<file path="src/sv/rpchdr_pkg.sv">
// rpchdr_pkg: types and constants for the rpc reply header checker
// no dependencies; imported by rpchdr_fsm and rpc_reply_header_check

package rpchdr_pkg;

  // verdict codes on the status port
  typedef enum logic [2:0] {
    ST_OK        = 3'd0,
    ST_NOT_REPLY = 3'd1,
    ST_REJECTED  = 3'd2,
    ST_BAD_AUTH  = 3'd3,
    ST_AUTH_LONG = 3'd4,
    ST_FAILED    = 3'd5
  } status_e;

  // protocol field values
  localparam logic [31:0] MSG_REPLY      = 32'd1;
  localparam logic [31:0] REPLY_ACCEPTED = 32'd0;
  localparam logic [31:0] FLAVOR_NULL    = 32'd0;
  localparam logic [31:0] FLAVOR_UNIX    = 32'd1;
  localparam logic [31:0] FLAVOR_SHORT   = 32'd2;
  localparam logic [31:0] ACCEPT_SUCCESS = 32'd0;

  localparam int unsigned AuthW    = 10;
  localparam int unsigned OffsetW  = 9;
  localparam int unsigned SkipW    = 8;

  localparam logic [AuthW-1:0] MAX_AUTH_RESET = 10'd400;

  // verdict from one parse step
  typedef struct packed {
    logic                hit;
    status_e             status;
    logic [OffsetW-1:0]  offset;
  } verdict_t;

endpackage

</file>
<file path="src/sv/rpchdr_fsm.sv">
// rpchdr_fsm: header field sequencer, one word per step
// depends on rpchdr_pkg

module rpchdr_fsm import rpchdr_pkg::*; (
  input  logic              clk_i,
  input  logic              rst_ni,
  input  logic              step_i,
  input  logic              first_i,
  input  logic [31:0]       word_i,
  input  logic [AuthW-1:0]  max_auth_i,
  output verdict_t          verdict_o,
  output logic [31:0]       xid_o
);

  typedef enum logic [2:0] {
    PH_IDLE,
    PH_MTYPE,
    PH_RSTAT,
    PH_FLAVOR,
    PH_LEN,
    PH_SKIP,
    PH_ACCEPT
  } phase_e;

  phase_e              phase_q, phase_d;
  logic [SkipW-1:0]    skip_left_q, skip_left_d;
  logic [OffsetW-1:0]  word_index_q, word_index_d;
  logic [31:0]         saved_xid_q, saved_xid_d;
  logic [OffsetW-1:0]  idx_inc;
  logic [OffsetW-1:0]  len_words;
  verdict_t            res;

  assign idx_inc = word_index_q + OffsetW'(1);
  // length is at most 1023 here, so the word count fits in 9 bits
  assign len_words = OffsetW'(({1'b0, word_i[AuthW-1:0]} + 11'd3) >> 2);

  always_comb begin
    phase_d      = phase_q;
    skip_left_d  = skip_left_q;
    word_index_d = word_index_q;
    saved_xid_d  = saved_xid_q;
    res.hit      = 1'b0;
    res.status   = ST_OK;
    res.offset   = '0;
    if (first_i) begin
      saved_xid_d  = word_i;
      word_index_d = '0;
      skip_left_d  = '0;
      phase_d      = PH_MTYPE;
    end else if (phase_q != PH_IDLE) begin
      word_index_d = idx_inc;
      unique case (phase_q)
        PH_MTYPE: begin
          if (word_i != MSG_REPLY) begin
            res.hit = 1'b1;
            res.status = ST_NOT_REPLY;
            phase_d = PH_IDLE;
          end else begin
            phase_d = PH_RSTAT;
          end
        end
        PH_RSTAT: begin
          if (word_i != REPLY_ACCEPTED) begin
            res.hit = 1'b1;
            res.status = ST_REJECTED;
            phase_d = PH_IDLE;
          end else begin
            phase_d = PH_FLAVOR;
          end
        end
        PH_FLAVOR: begin
          if (word_i != FLAVOR_NULL && word_i != FLAVOR_UNIX && word_i != FLAVOR_SHORT) begin
            res.hit = 1'b1;
            res.status = ST_BAD_AUTH;
            phase_d = PH_IDLE;
          end else begin
            phase_d = PH_LEN;
          end
        end
        PH_LEN: begin
          if (word_i > {22'd0, max_auth_i}) begin
            res.hit = 1'b1;
            res.status = ST_AUTH_LONG;
            phase_d = PH_IDLE;
          end else if (len_words == '0) begin
            phase_d = PH_ACCEPT;
          end else begin
            skip_left_d = SkipW'(len_words - OffsetW'(1));
            phase_d = PH_SKIP;
          end
        end
        PH_SKIP: begin
          if (skip_left_q == '0) begin
            phase_d = PH_ACCEPT;
          end else begin
            skip_left_d = skip_left_q - SkipW'(1);
          end
        end
        PH_ACCEPT: begin
          res.hit = 1'b1;
          phase_d = PH_IDLE;
          if (word_i != ACCEPT_SUCCESS) begin
            res.status = ST_FAILED;
          end else begin
            res.offset = idx_inc + OffsetW'(1);
          end
        end
        default: begin
          phase_d = PH_IDLE;
        end
      endcase
    end
  end

  always_ff @(posedge clk_i or negedge rst_ni) begin
    if (!rst_ni) begin
      phase_q      <= PH_IDLE;
      skip_left_q  <= '0;
      word_index_q <= '0;
      saved_xid_q  <= '0;
    end else if (step_i) begin
      phase_q      <= phase_d;
      skip_left_q  <= skip_left_d;
      word_index_q <= word_index_d;
      saved_xid_q  <= saved_xid_d;
    end
  end

  assign verdict_o = res;
  assign xid_o     = saved_xid_q;

endmodule

</file>
<file path="src/sv/rpc_reply_header_check.sv">
// rpc_reply_header_check: top level, input register, sequencer and result register
// depends on rpchdr_pkg and rpchdr_fsm
//
//   channel | dir | handshake                | payload
//   in      | in  | in_valid_i / in_stall_o  | in_first_i, in_word_i
//   out     | out | out_valid_o / out_stall_i| out_status_o, out_xid_o, out_body_offset_o
//   cfg     | in  | cfg_valid_i / cfg_ready_o| cfg_data_i (max_auth_bytes)
//
// one word per cycle sustained while the result is not stalled; a word passes
// the input register, then field compare and counter update in the sequencer
// land the verdict in the result register. reset clears the sequencer to idle,
// empties both registers and loads 400 as the auth limit. a stalled result
// holds the sequencer; in_stall_o rises only while the input register is full
// and cannot drain.

module rpc_reply_header_check import rpchdr_pkg::*; (
  input  logic               clk_i,
  input  logic               rst_ni,
  input  logic               in_valid_i,
  output logic               in_stall_o,
  input  logic               in_first_i,
  input  logic [31:0]        in_word_i,
  output logic               out_valid_o,
  input  logic               out_stall_i,
  output logic [2:0]         out_status_o,
  output logic [31:0]        out_xid_o,
  output logic [OffsetW-1:0] out_body_offset_o,
  input  logic               cfg_valid_i,
  output logic               cfg_ready_o,
  input  logic [AuthW-1:0]   cfg_data_i
);

  logic               s1_valid_q;
  logic               s1_first_q;
  logic [31:0]        s1_word_q;
  logic [AuthW-1:0]   max_auth_q;
  logic               out_free;
  logic               step;
  logic               in_fire;
  verdict_t           verdict;
  logic [31:0]        fsm_xid;
  status_e            status_q;
  logic [31:0]        xid_q;
  logic [OffsetW-1:0] offset_q;

  assign out_free   = !out_valid_o || !out_stall_i;
  assign step       = s1_valid_q && out_free;
  assign in_stall_o = s1_valid_q && !out_free;
  assign in_fire    = in_valid_i && !in_stall_o;
  assign cfg_ready_o = 1'b1;

  always_ff @(posedge clk_i or negedge rst_ni) begin
    if (!rst_ni) begin
      max_auth_q <= MAX_AUTH_RESET;
    end else if (cfg_valid_i) begin
      max_auth_q <= cfg_data_i;
    end
  end

  // input register
  always_ff @(posedge clk_i or negedge rst_ni) begin
    if (!rst_ni) begin
      s1_valid_q <= 1'b0;
    end else if (!in_stall_o) begin
      s1_valid_q <= in_valid_i;
    end
  end

  always_ff @(posedge clk_i) begin
    if (in_fire) begin
      s1_first_q <= in_first_i;
      s1_word_q  <= in_word_i;
    end
  end

  rpchdr_fsm u_fsm (
    .clk_i      (clk_i),
    .rst_ni     (rst_ni),
    .step_i     (step),
    .first_i    (s1_first_q),
    .word_i     (s1_word_q),
    .max_auth_i (max_auth_q),
    .verdict_o  (verdict),
    .xid_o      (fsm_xid)
  );

  // result register
  always_ff @(posedge clk_i or negedge rst_ni) begin
    if (!rst_ni) begin
      out_valid_o <= 1'b0;
    end else if (out_free) begin
      out_valid_o <= step && verdict.hit;
    end
  end

  always_ff @(posedge clk_i) begin
    if (step && verdict.hit) begin
      status_q <= verdict.status;
      xid_q    <= fsm_xid;
      offset_q <= verdict.offset;
    end
  end

  assign out_status_o      = status_q;
  assign out_xid_o         = xid_q;
  assign out_body_offset_o = offset_q;

`ifndef NO_ASSERTIONS
  a_offset_zero_on_fail: assert property (@(posedge clk_i) disable iff (!rst_ni)
    out_valid_o && out_status_o != ST_OK |-> out_body_offset_o == '0)
    else $error("nonzero body offset on failed verdict");

  a_status_range: assert property (@(posedge clk_i) disable iff (!rst_ni)
    out_valid_o |-> out_status_o <= ST_FAILED)
    else $error("status code out of range");

  a_stall_only_full: assert property (@(posedge clk_i) disable iff (!rst_ni)
    in_stall_o |-> s1_valid_q && out_valid_o)
    else $error("input stalled with room downstream");

  a_cfg_write: assert property (@(posedge clk_i) disable iff (!rst_ni)
    cfg_valid_i |=> max_auth_q == $past(cfg_data_i))
    else $error("auth limit not loaded");

  a_start_no_verdict: assert property (@(posedge clk_i) disable iff (!rst_ni)
    step && s1_first_q |=> !out_valid_o)
    else $error("verdict from a start word");
`endif

endmodule
</file>
<file path="config.mk">
export PLATFORM = sky130hd
export DESIGN_NAME = rpc_reply_header_check
export DESIGN_NICKNAME = d
export VERILOG_FILES = /design/src/sv/rpchdr_pkg.sv /design/src/sv/rpchdr_fsm.sv /design/src/sv/rpc_reply_header_check.sv
export SDC_FILE = /design/constraint.sdc
export NUM_CORES = 1
export LEC_CHECK = 0
export CORE_ASPECT_RATIO = 0.5
export CORE_MARGIN = 2
export CORE_UTILIZATION = 50
export CTS_BUF_LIST = sky130_fd_sc_hd__clkbuf_16
export DETAILED_ROUTE_END_ITERATION = 6
export DONT_BUFFER_PORTS = 1
export GPL_TIMING_DRIVEN = 0
export PLACE_DENSITY = 0.71
export REMOVE_ABC_BUFFERS = 1
export SLEW_MARGIN = 15
export SYNTH_ARGS = -nofsm -noshare
export SYNTH_HDL_FRONTEND = slang
export SYNTH_HIERARCHICAL = 1
export SYNTH_SLANG_ARGS = --single-unit
</file>
<file path="constraint.sdc">
create_clock -name clk_i -period 5 [get_ports clk_i]
set_clock_uncertainty 0.1 [all_clocks]
set_input_delay 0.5 -clock clk_i [delete_from_list [all_inputs] [get_ports clk_i]]
set_output_delay 0.5 -clock clk_i [all_outputs]
set_load 0.02 [all_outputs]
</file>
==> results by group, run 1 <==
Outcome
  • Run status: finished, final reports clean

Pwr
  • Pwr/cell area: roughly 500 nW/um^2
  • Logic pwr share: between 15 and 20%
  • Relative contribution of sequential cells to total power: 50.6%
  • Switching share of total power: roughly 31%
  • Overall power after layout: 3.58 mW
  • Part of the total power dissipated in the clock network: between 30% and 40%
  • Leak: about 2.7 nW
  • Max IR drop VDD: around 0.00027 V
  • Internal power: between 2 and 2.5 mW
  • Net switching power: between 1 and 1.5 mW

Yosys
  • Cell Area, Synth: 6330 sq um
  • Area share of xor/xnor cells in the synthesized design: between 3 and 4%
  • Number of warning messages in the yosys log: 6
  • Post-synthesis share of cell area spent on full adders, half adders and majority gates: just under 3%
  • Avg Cell Area, Syn: 13.0 sq um
  • Fraction of synthesized area in multiplexers: 8.74%
  • Gate Count Post-Synth: 486
  • Number of synthesized flops with an enable pin: 77
  • Synth Area in Simple Gates: 9.91%
  • Post-synthesis compound-gate area fraction: under 10%
  • Seq cells post-synth: 141
  • Number of distinct library cell variants in the gate-level netlist after synthesis: 63
  • Async set or reset register ratio after synthesis: between 40 and 50%
  • Most instantiated flip-flop cell in the synthesis netlist: sky130_fd_sc_hd__edfxtp_1
  • Sequential cell area fraction in the yosys report: 61.9%
  • Dominant combinational cell family by area after synthesis: simple AND/OR/NAND/NOR gates

Setup path
  • Crit path largest cell delay: about 540 ps
  • Kind of critical path: register to register
  • Total stage count of the critical path: 10
  • Flop2flop setup slack: 1560 ps
  • Reg2Reg Capture Point: out_xid_o[28]
  • Number of buffers and inverters on the critical path: 2
  • Required time at the worst-slack endpoint: between 5000 and 6000 ps
  • Crit start category: register
  • Crit path capture: out_xid_o[28]
  • Most used cell, CP: sky130_fd_sc_hd__nand2_1
  • Crit path max-delay family: compound AO/OA/AOI/OAI gates
  • Worst setup EP type: register
  • Highest fanout seen on the critical path: 19
  • Arrival time reported for the critical path endpoint: about 3500 ps
  • Startpoint of the worst-slack reg-to-reg timing path: s1_word_q[7]
  • Register-to-Register Path Depth: 10
  • Ordered cell list for the critical path: ha_1, nand4_1, o311ai_0, a21o_4, nand2_1, a21oi_1, nand2_1, a21oi_4, buf_16, buf_8
  • Source of the critical timing path: s1_word_q[7]
  • Cell with the largest stage delay on the worst path: sky130_fd_sc_hd__edfxtp_1

Global route
  • Met3 Usage GRT: approximately 6.3%
  • GRT Overall Usage: a little under a fifth
  • Wire length of the first global-routing pass: roughly 19 mm
  • Met1 track demand over resource in global routing: roughly a quarter
  • Antenna violations before repair: 1
  • Met2 track demand over resource in global routing: 29.7%
  • Largest net degree at the start of global routing: between 60 and 70
  • Most heavily used metal layer in global routing: met2
  • Total congestion overflow: 0
  • Vias in the first global route: around 3700

Placed design
  • Weighted congestion at the end of routability-driven global placement: between 0.8 and 0.9
  • Detail Placement HPWL: a little under 8 mm
  • Port Buffers: 0

STA
  • Number of hold violations in the final report: 0
  • # setup viols final: 0
  • Number of max-slew violations in the final report: 0
  • Worst max-slew margin expressed relative to the limit: between 30% and 40%
  • Fmax achieved: between 200 and 300 MHz
  • Sum of negative setup slack: 0 ps
  • Worst Max-Slew Pin Slew: 1020 ps
  • Period utilisation layout: 68.9%
  • Setup repair after global routing missed its margin: no
  • Tmin final: around 3400 ps

Floorplanning
  • Total die area: between 10000 and 15000 sq um
  • Starting density of the core: 52.4%
  • Number of primary I/O pins: 95
  • Row count: 28
  • CORE AREA: ~12000 sq um
  • Y dimension of the die: between 80 and 90 um
  • Die span in x: between 150 and 200 um

Layout
  • Area growth from synthesis to final layout: 12.1%
  • Share of post-route cells with drive strength above 1: between 10% and 20%
  • Count of antenna diodes in the layout: 0
  • Fin nets: 550

Detailed routing
  • Number of vias per cell after detailed routing: approximately 5.6
  • DRC: 0
  • Routed wire length: about 12 mm
  • Number of nets still failing antenna checks after routing: 0
  • Total vias in the final route: approximately 3700
  • Iter 0 DRT Violations: 218
  • Drt first pass iters: 5
  • Average detailed-routed wire length per instance: 17.7 um

Clock tree
  • Number of sinks handled by clock tree synthesis: between 100 and 150
  • Number of buffers created by CTS: 17
  • Clk Latency, worst-skew pair: 420 ps
  • Buffer cell driving the clock tree root: sky130_fd_sc_hd__clkbuf_16
  • Maximum level of the CTS H-tree: 4
  • CTS max path bufs: 2
  • CTS tree: done
  • Clock transition at the register clock pins on the worst setup and hold paths after CTS: 70 ps
  • Buffers inserted during post-CTS setup optimization: 0
  • Count of instances resized after the clock tree is built: 0
  • Hold_buf cts: 2

Run
  • Max-cap violations: 0

Min path
  • Worst hold-check path type: input port to register
[Yosys cell counts (2+ instances only)]
cell | instances | share of area, %
sky130_fd_sc_hd__o32ai_1 | 4 | 0.55
sky130_fd_sc_hd__edfxtp_1 | 77 | 37
sky130_fd_sc_hd__nor4_1 | 5 | 0.49
sky130_fd_sc_hd__nand2b_1 | 4 | 0.40
sky130_fd_sc_hd__or4_1 | 2 | 0.24
sky130_fd_sc_hd__a211oi_1 | 3 | 0.36
sky130_fd_sc_hd__clkbuf_1 | 13 | 0.77
sky130_fd_sc_hd__o211ai_1 | 9 | 1.1
sky130_fd_sc_hd__mux2_4 | 11 | 2.6
sky130_fd_sc_hd__buf_6 | 7 | 1.2
sky130_fd_sc_hd__buf_4 | 2 | 0.24
sky130_fd_sc_hd__a21oi_1 | 15 | 1.2
sky130_fd_sc_hd__o32a_1 | 2 | 0.32
sky130_fd_sc_hd__nor3b_1 | 2 | 0.24
sky130_fd_sc_hd__or2_2 | 2 | 0.20
sky130_fd_sc_hd__and2_1 | 3 | 0.30
sky130_fd_sc_hd__o21ai_0 | 18 | 1.4
sky130_fd_sc_hd__mux2i_1 | 5 | 0.79
sky130_fd_sc_hd__nand2_1 | 36 | 2.1
sky130_fd_sc_hd__inv_1 | 25 | 1.5
sky130_fd_sc_hd__nand4_1 | 7 | 0.69
sky130_fd_sc_hd__ha_1 | 14 | 2.8
sky130_fd_sc_hd__mux2_2 | 30 | 5.3
sky130_fd_sc_hd__o311ai_0 | 2 | 0.28
sky130_fd_sc_hd__dfrtp_1 | 61 | 24
sky130_fd_sc_hd__nor3_1 | 10 | 0.79
sky130_fd_sc_hd__xnor2_1 | 11 | 1.5
sky130_fd_sc_hd__a31oi_1 | 3 | 0.30
sky130_fd_sc_hd__o21a_1 | 4 | 0.47
sky130_fd_sc_hd__or3_1 | 2 | 0.20
sky130_fd_sc_hd__xor2_1 | 12 | 1.7
sky130_fd_sc_hd__nor2_1 | 36 | 2.1
sky130_fd_sc_hd__o31ai_1 | 6 | 0.71
sky130_fd_sc_hd__dfstp_2 | 3 | 1.2
sky130_fd_sc_hd__nand3_1 | 12 | 0.95
[kinds of logic (layout without fill, tap and decap cells)]
| logic type | count (synthesis) | in the layout |
|---|---|---|
| muxes | 46 | 46 |
| DFF | 141 | 141 |
| adders and majority gates | 15 | 15 |
| buffers and inverters | 49 | 64 |
| other | 1 | 1 |
| xor gates and xnor gates | 23 | 23 |
| and+or+nand+nor | 129 | 129 |
| AOI/OAI and AO/OA | 82 | 82 |
[worst min path at each step]
stage	startpoint	to	slack [ps]	cells after the start
3_3_place_gp	rst_ni	u_fsm/xid_o[30]	110	0
4_1_cts	in_word_i[21]	s1_word_q[21]	60	0
6_report	in_word_i[29]	s1_word_q[29]	70	0
3_5_place_dp	rst_ni	u_fsm/xid_o[30]	110	0
5_1_grt	in_word_i[29]	s1_word_q[29]	50	0
2_1_floorplan	rst_ni	max_auth_q[0]	100	0
[flip-flops by register name, indices dropped and copies added (netlist names)]
| register | count |
|---|---|
| u_fsm/phase_q | 3 |
| u_fsm/xid_o | 32 |
| max_auth_q | 10 |
| out_status_o | 3 |
| out_xid_o | 32 |
| u_fsm/skip_left_q | 8 |
| s1_first_q | 1 |
| out_valid_o | 1 |
| s1_valid_q | 1 |
| out_body_offset_o | 9 |
| u_fsm/word_index_q | 9 |
| s1_word_q | 32 |
[final cells by class]
type                            instances  area, sq um
Clock buffer                           17          425
Clock inverter                         15          134
Fill cell                             967         4990
Inverter                               25         93.8
Multi-Input combinational cell        296         2180
Sequential cell                       141         3920
Tap cell                              165          206
Timing Repair Buffer                    7          139
[power by group through the flow]
stage | sequential (mW) | combinational [mW] | clock (mW)
after floorplan | 1.77 | 0.428 | 0
after global placement | 1.83 | 0.502 | 0
after detailed placement | 1.83 | 0.565 | 0
after CTS | 1.81 | 0.583 | 1.21
after global routing | 1.84 | 0.650 | 1.27
final | 1.81 | 0.579 | 1.19
[per-layer routing]
metal / vias to the layer above / wire, um
met1: 1829 / 5390
met5: - / 16
li1: 1790 / -
met3: 18 / 588
met4: 2 / 177
met2: 91 / 5620
[metrics by stage]
| stage | setup slack (ps) | cells | util, % | hold WS, ps | area (sq um) |
|---|---|---|---|---|---|
| finish | 1560 | 666 | 58.7 | 72.8 | 7100 |
| global route | 1390 | 666 | 58.7 | 48.1 | 7100 |
| CTS | 1590 | 666 | 58.7 | 59.2 | 7100 |
| detailed placement | 1590 | 632 | 53.8 | 105 | 6500 |
| global placement | -844 | 627 | 52.8 | 106 | 6380 |
| floorplan | 482 | 462 | - | 104 | 6170 |
[layout by cell type, fill, tap and decap left out, drive strengths merged, types with 2 or more instances in the layout]
cell type   n
o32ai       4
nor2       36
xor2       12
edfxtp     77
or4         3
a211oi      3
nor4        5
a21oi      15
or3         2
and2        3
nor3       11
inv        33
clkinv      4
o31ai       7
o211ai      9
nand2      37
nand4       7
o21ai      19
dfrtp      61
mux2       41
nor3b       2
o311ai      2
dfstp       3
xnor2      11
a31oi       3
clkbuf     17
buf         6
o32a        2
ha         14
nand3      12
o21a        5
mux2i       5
clkinvlp    3
nand2b      4
or2         2
Power figures use the tool's default switching activity.
==> inputs of run 2 (changes only) <==
PLACE_DENSITY = 0.74   (was 0.71)
clock period = 3.05 ns   (was 5 ns; I/O delays follow)
==> run 2 against run 1 <==
  * Clock power rose by 77%
  * Sequential share of layout area fell by 4.9 points
  * Critical path depth unchanged
  * Non-clock buffer count rose by 67
  * Worst setup slack got worse by 1500 ps
  * Via count up 8.9%
  * Critical endpoint is now out_xid_o[13]
==> results by group, run 2 (synthesized netlist as in run 1, its figures left out) <==
Pwr
  • Switching share of total power: 30.5% (-0.75 points)
  • Relative contribution of sequential cells to total power: 48.3% (-2.3 points)
  • Part of the total power dissipated in the clock network: 34.3% (+1.1 points)
  • Overall power after layout: 6.16 mW (+72%)
  • Internal power: 4.28 mW (+74%)
  • Pwr/cell area: 790 nW/um^2 (+57%)
  • Net switching power: 1.88 mW (+68%)
  • Leak: 3.02 nW (+11%)
  • Max IR drop VDD: 0.000375 V (+39%)
  • Logic pwr share: 17.5% (+1.3 points)

Detailed routing
  • DRC: 0 (unchanged)
  • Number of nets still failing antenna checks after routing: 0 (unchanged)
  • Number of vias per cell after detailed routing: 5.54 (-1.1%)
  • Total vias in the final route: 4061 (+8.9%)
  • Average detailed-routed wire length per instance: 17.6 um (-0.37%)
  • Iter 0 DRT Violations: 341 (+56%)
  • Routed wire length: 12.9 mm (+9.7%)
  • Drt first pass iters: 5 (unchanged)

Setup path
  • Crit start category: register
  • Required time at the worst-slack endpoint: 3080 ps (-1940 ps)
  • Kind of critical path: register to register
  • Source of the critical timing path: s1_word_q[6]
  • Highest fanout seen on the critical path: 17 (-2)
  • Worst setup EP type: register
  • Arrival time reported for the critical path endpoint: 3010 ps (-450 ps)
  • Startpoint of the worst-slack reg-to-reg timing path: s1_word_q[6]

STA
  • Worst Max-Slew Pin Slew: 1020 ps (+4.64 ps)
  • Tmin final: 2980 ps (-460 ps)
  • Period utilisation layout: 97.8% (+29 points)
  • Setup repair after global routing missed its margin: no
  • Worst max-slew margin expressed relative to the limit: 31.9% (-0.31 points)
  • Sum of negative setup slack: 0 ps (unchanged)
  • Number of hold violations in the final report: 0 (unchanged)
  • # setup viols final: 0 (unchanged)
  • Number of max-slew violations in the final report: 0 (unchanged)
  • Fmax achieved: 335 MHz (+15%)

Layout
  • Area of the multi-input gates: 2200 sq um (+0.69%)
  • Final Instance Area: 7790 sq um (+9.8%)
  • Most common cell after layout, fill and taps aside: sky130_fd_sc_hd__edfxtp_1
  • Fin nets: 617 (+12%)
  • Total of fill cells in the finished design: 851 (-12%)
  • Area growth from synthesis to final layout: 23.1%
  • Most frequent cells in the layout: sky130_fd_sc_hd__edfxtp_1 (77), sky130_fd_sc_hd__dfrtp_1 (61), sky130_fd_sc_hd__dlygate4sd3_1 (57)
  • Count of antenna diodes in the layout: 0 (unchanged)
  • Share of post-route cells with drive strength above 1: 19.4% (+0.20 points)
  • FF/Latch Area: 3920 sq um (unchanged)
  • Utilization of the core after routing: 64.5% (+5.7 points)

Global route
  • Vias in the first global route: 4113 (+9.9%)
  • Total congestion overflow: 0 (unchanged)
  • Largest net degree at the start of global routing: 65 (unchanged)
  • GRT Overall Usage: 20.2% (+1.6 points)
  • Antenna violations before repair: 0 (-1)
  • Wire length of the first global-routing pass: 21.2 mm (+8.7%)

Clock tree
  • Number of sinks handled by clock tree synthesis: 141 (unchanged)
  • Maximum level of the CTS H-tree: 4 (unchanged)
  • Clock transition at the register clock pins on the worst setup and hold paths after CTS: 70 ps (about the same)
  • CTS tree: done
  • Number of buffers created by CTS: 17 (unchanged)
  • CTS max path bufs: 2 (unchanged)
  • Clk Latency, worst-skew pair: 420 ps (about the same)
  • Buffer cell driving the clock tree root: sky130_fd_sc_hd__clkbuf_16

Placed design
  • Placed cell area: 6490 sq um (-0.17%)
  • Weighted congestion at the end of routability-driven global placement: 0.834 (-2.2%)
  • Detail Placement HPWL: 7.74 mm (-1.7%)
  • Port Buffers: 0 (unchanged)

Min path
  • Worst hold-check path type: input port to register
  • Hold wc startpoint: out_stall_i

Floorplanning
  • Y dimension of the die: 83.6 um (unchanged)
  • CORE AREA: 12100 sq um (unchanged)
  • Row count: 28 (unchanged)
  • Starting density of the core: 52.4% (unchanged)
  • Total die area: 13600 sq um (unchanged)
  • Number of primary I/O pins: 95 (unchanged)
  • Die span in x: 163 um (unchanged)

Outcome
  • Run status: finished, final reports clean

Run
  • Max-cap violations: 0 (unchanged)
run 2: area by class of cell:
| type | instances | area share [%] |
|---|---|---|
| sequential | 141 | 50.3 |
| multi-input combinational | 296 | 28.2 |
| timing repair buffer | 74 | 9.89 |
| clock buffer | 17 | 5.46 |
| tap | 165 | 2.65 |
| clock inverter | 15 | 2.31 |
| inverter | 25 | 1.20 |
run 2: path summary, 6_finish.rpt:
path / endpoint / slack, ps / cells past startpoint
worst max-delay path: out_xid_o[13] / 70 / 10
worst min-delay path: out_xid_o[4] / 180 / 2
worst max register to register: out_xid_o[13] / 70 / 10
worst min register to register: out_xid_o[24] / 340 / 0
max in group asynchronous: max_auth_q[7] / 2180 / 2
min in group asynchronous: u_fsm/xid_o[12] / 350 / 2
run 2: per-layer routing:
layer	track usage (%)	up-vias	wire length [um]
met2	32.7	141	6540
met1	25.6	1983	5490
met5	0	-	0
met3	5.96	17	740
li1	-	1920	-
met4	8.21	0	155
run 2: per-stage QoR:
stage	setup slack [ps]	hold WS, ps	instances
4_1_cts	51.8	169	723
5_1_grt	6.30	161	733
3_3_place_gp	-2770	-89.5	627
3_5_place_dp	-280	-89.4	632
6_report	65.7	182	733
2_1_floorplan	-1470	-90.6	462
run 2: critical path, stage by stage (launching register included):
cell	delay (ps)
sky130_fd_sc_hd__edfxtp_1	500
sky130_fd_sc_hd__ha_1	360
sky130_fd_sc_hd__nand4_1	190
sky130_fd_sc_hd__o311ai_1	390
sky130_fd_sc_hd__a21o_4	220
sky130_fd_sc_hd__nand2_1	70
sky130_fd_sc_hd__a21oi_1	160
sky130_fd_sc_hd__nand2_1	140
sky130_fd_sc_hd__a21oi_4	190
sky130_fd_sc_hd__buf_16	190
sky130_fd_sc_hd__buf_16	170
run 2: power groups by stage:
stage / clock network, mW / registers [mW] / logic (mW)
floorplan: 0 / 2.90 / 0.702
global placement: 0 / 2.99 / 0.821
detailed placement: 0 / 3.01 / 0.934
CTS: 2.14 / 2.97 / 1.04
global route: 2.24 / 3.03 / 1.18
finish: 2.11 / 2.97 / 1.07
run 2: repair_timing:
action | 4_1_cts | 5_1_grt
endpoints found under the hold margin | 109 | 0
setup buffers | 1 | 10
pin swaps | 0 | 1
hold buffers | 58 | 0
endpoints found under the setup margin | 32 | 20
resized for setup | 2 | 3
==> inputs of run 3 (changes only) <==
MAX_ROUTING_LAYER = met4   (was not set)
==> run 3 against run 2 <==
  * Global-route usage up 0.62 points
  * Largest power group unchanged
  * Maximum frequency up 0.92%
  * Highest routed layer unchanged
  * Cell count unchanged
==> results by group, run 3 (synthesized netlist as in run 1, its figures left out) <==
Clock tree
  • CTS max path bufs: 2 (unchanged)
  • Number of buffers created by CTS: 17 (unchanged)
  • Buffer cell driving the clock tree root: sky130_fd_sc_hd__clkbuf_16
  • Clock transition at the register clock pins on the worst setup and hold paths after CTS: 60 ps (about the same)
  • Maximum level of the CTS H-tree: 4 (unchanged)
  • Number of sinks handled by clock tree synthesis: 141 (unchanged)
  • Clk Latency, worst-skew pair: 420 ps (about the same)
  • CTS tree: done

Setup path
  • Crit start category: register
  • Kind of critical path: register to register
  • Highest fanout seen on the critical path: 17 (unchanged)
  • Worst setup EP type: register
  • Required time at the worst-slack endpoint: 3080 ps (about the same)
  • Arrival time reported for the critical path endpoint: 2990 ps (-20 ps)

Run
  • Max-cap violations: 0 (unchanged)

Pwr
  • Overall power after layout: 6.16 mW (+0.16%)
  • Pwr/cell area: 791 nW/um^2 (+0.16%)
  • Leak: 3.02 nW (unchanged)
  • Max IR drop VDD: 0.000375 V (about the same)

Layout
  • Most frequent cells in the layout: sky130_fd_sc_hd__edfxtp_1 (77), sky130_fd_sc_hd__dfrtp_1 (61), sky130_fd_sc_hd__dlygate4sd3_1 (57)
  • Utilization of the core after routing: 64.5% (unchanged)
  • Count of antenna diodes in the layout: 0 (unchanged)
  • Fin nets: 617 (unchanged)
  • Most common cell after layout, fill and taps aside: sky130_fd_sc_hd__edfxtp_1
  • Share of post-route cells with drive strength above 1: 19.4% (unchanged)
  • Area growth from synthesis to final layout: 23.1% (unchanged)

Detailed routing
  • Top routing layer in use: met4
  • Iter 0 DRT Violations: 293 (-14%)
  • DRC: 0 (unchanged)
  • Number of vias per cell after detailed routing: 5.56 (+0.34%)
  • Drt first pass iters: 5 (unchanged)
  • Total vias in the final route: 4075 (+0.34%)
  • Met2 routed wirelength: 6.46 mm (-1.3%)
  • Average detailed-routed wire length per instance: 17.8 um (+0.77%)
  • Routed metal-1 wire length: 5.65 mm (+3.0%)
  • Number of nets still failing antenna checks after routing: 0 (unchanged)
  • Detailed-routed wire length on met3: 690 um (-6.8%)
  • Routed wire length: 13.0 mm (+0.77%)

Floorplanning
  • Die span in x: 163 um (unchanged)
  • Y dimension of the die: 83.6 um (unchanged)
  • Row count: 28 (unchanged)
  • Total die area: 13600 sq um (unchanged)
  • Starting density of the core: 52.4% (unchanged)
  • CORE AREA: 12100 sq um (unchanged)
  • Number of primary I/O pins: 95 (unchanged)

Global route
  • Largest net degree at the start of global routing: 65 (unchanged)
  • Antenna violations before repair: 0 (unchanged)
  • Wire length of the first global-routing pass: 21.2 mm (about the same)
  • Vias in the first global route: 4118 (+0.12%)
  • GRT Overall Usage: 20.8% (+0.62 points)
  • Total congestion overflow: 0 (unchanged)

Placed design
  • Port Buffers: 0 (unchanged)
  • Detail Placement HPWL: 7.74 mm (unchanged)
  • Weighted congestion at the end of routability-driven global placement: 0.847 (+1.5%)

STA
  • Worst Max-Slew Pin Slew: 1010 ps (-17.0 ps)
  • # setup viols final: 0 (unchanged)
  • Fmax achieved: 338 MHz (+0.92%)
  • Number of hold violations in the final report: 0 (unchanged)
  • Number of max-slew violations in the final report: 0 (unchanged)
  • Period utilisation layout: 97.0% (-0.89 points)
  • Tmin final: 2960 ps (-27.1 ps)
  • Sum of negative setup slack: 0 ps (unchanged)
  • Worst max-slew margin expressed relative to the limit: 33.0% (+1.1 points)
  • Setup repair after global routing missed its margin: no

Outcome
  • Run status: finished, final reports clean

Min path
  • Worst hold-check path type: input port to register
run 3: cell counts in the layout (fill, tap and decap cells not counted):
Identical to the previous run, type by type.
run 3: what timing repair did:
action	CTS	global route
endpoints found under the hold margin	109	0
gates cloned	0	0
buffers inserted	1	10
gates resized for setup	2	3
endpoints found under the setup margin	32	20
pin swaps	0	1
hold buffers	58	0
run 3: critical path: stages, from the launching register on:
cell,delay [ps]
sky130_fd_sc_hd__edfxtp_1,500
sky130_fd_sc_hd__ha_1,360
sky130_fd_sc_hd__nand4_1,180
sky130_fd_sc_hd__o311ai_1,390
sky130_fd_sc_hd__a21o_4,220
sky130_fd_sc_hd__nand2_1,70
sky130_fd_sc_hd__a21oi_1,160
sky130_fd_sc_hd__nand2_1,140
sky130_fd_sc_hd__a21oi_4,190
sky130_fd_sc_hd__buf_16,190
sky130_fd_sc_hd__buf_16,170
run 3: final timing paths:
check                               start               to  slack (ps)  cells past startpoint
min reg2reg                u_fsm/xid_o[7]     out_xid_o[7]         340                      0
min in group asynchronous          rst_ni  u_fsm/xid_o[12]         340                      2
max                          s1_word_q[6]    out_xid_o[13]          90                     10
max in group asynchronous          rst_ni    max_auth_q[7]        2190                      2
min                           out_stall_i  out_status_o[0]         180                      2
max reg2reg                  s1_word_q[6]    out_xid_o[13]          90                     10
run 3: final cells by class:
type	count	area (sq um)
inverter	25	93.8
fill	854	4300
clock inverter	15	180
tap	165	206
sequential	141	3920
multi-input combinational	296	2200
clock buffer	17	425
timing repair buffer	74	771
run 3: power by group:
group	internal [mW]	switching, mW	leakage, nW
clock	1.24	0.882	0.292
combinational	0.538	0.539	1.22
sequential	2.50	0.464	1.51
total	4.28	1.88	3.02
run 3: per-layer routing:
| layer | up-vias | GRT usage, % |
|---|---|---|
| met5 | - | - |
| met4 | 0 | 7.48 |
| met3 | 19 | 6.01 |
| met2 | 131 | 32.6 |
| met1 | 2004 | 26.0 |
| li1 | 1921 | - |
run 3: per-stage QoR:
step / hold WS, ps / instance area, sq um / setup WS (ps) / std cells
CTS: 169 / 7700 / 51.8 / 723
finish: 182 / 7790 / 92.9 / 733
detailed placement: -89.4 / 6490 / -280 / 632
global placement: -89.5 / 6380 / -2770 / 627
floorplan: -90.6 / 6170 / -1470 / 462
global route: 161 / 7790 / 5.05 / 733
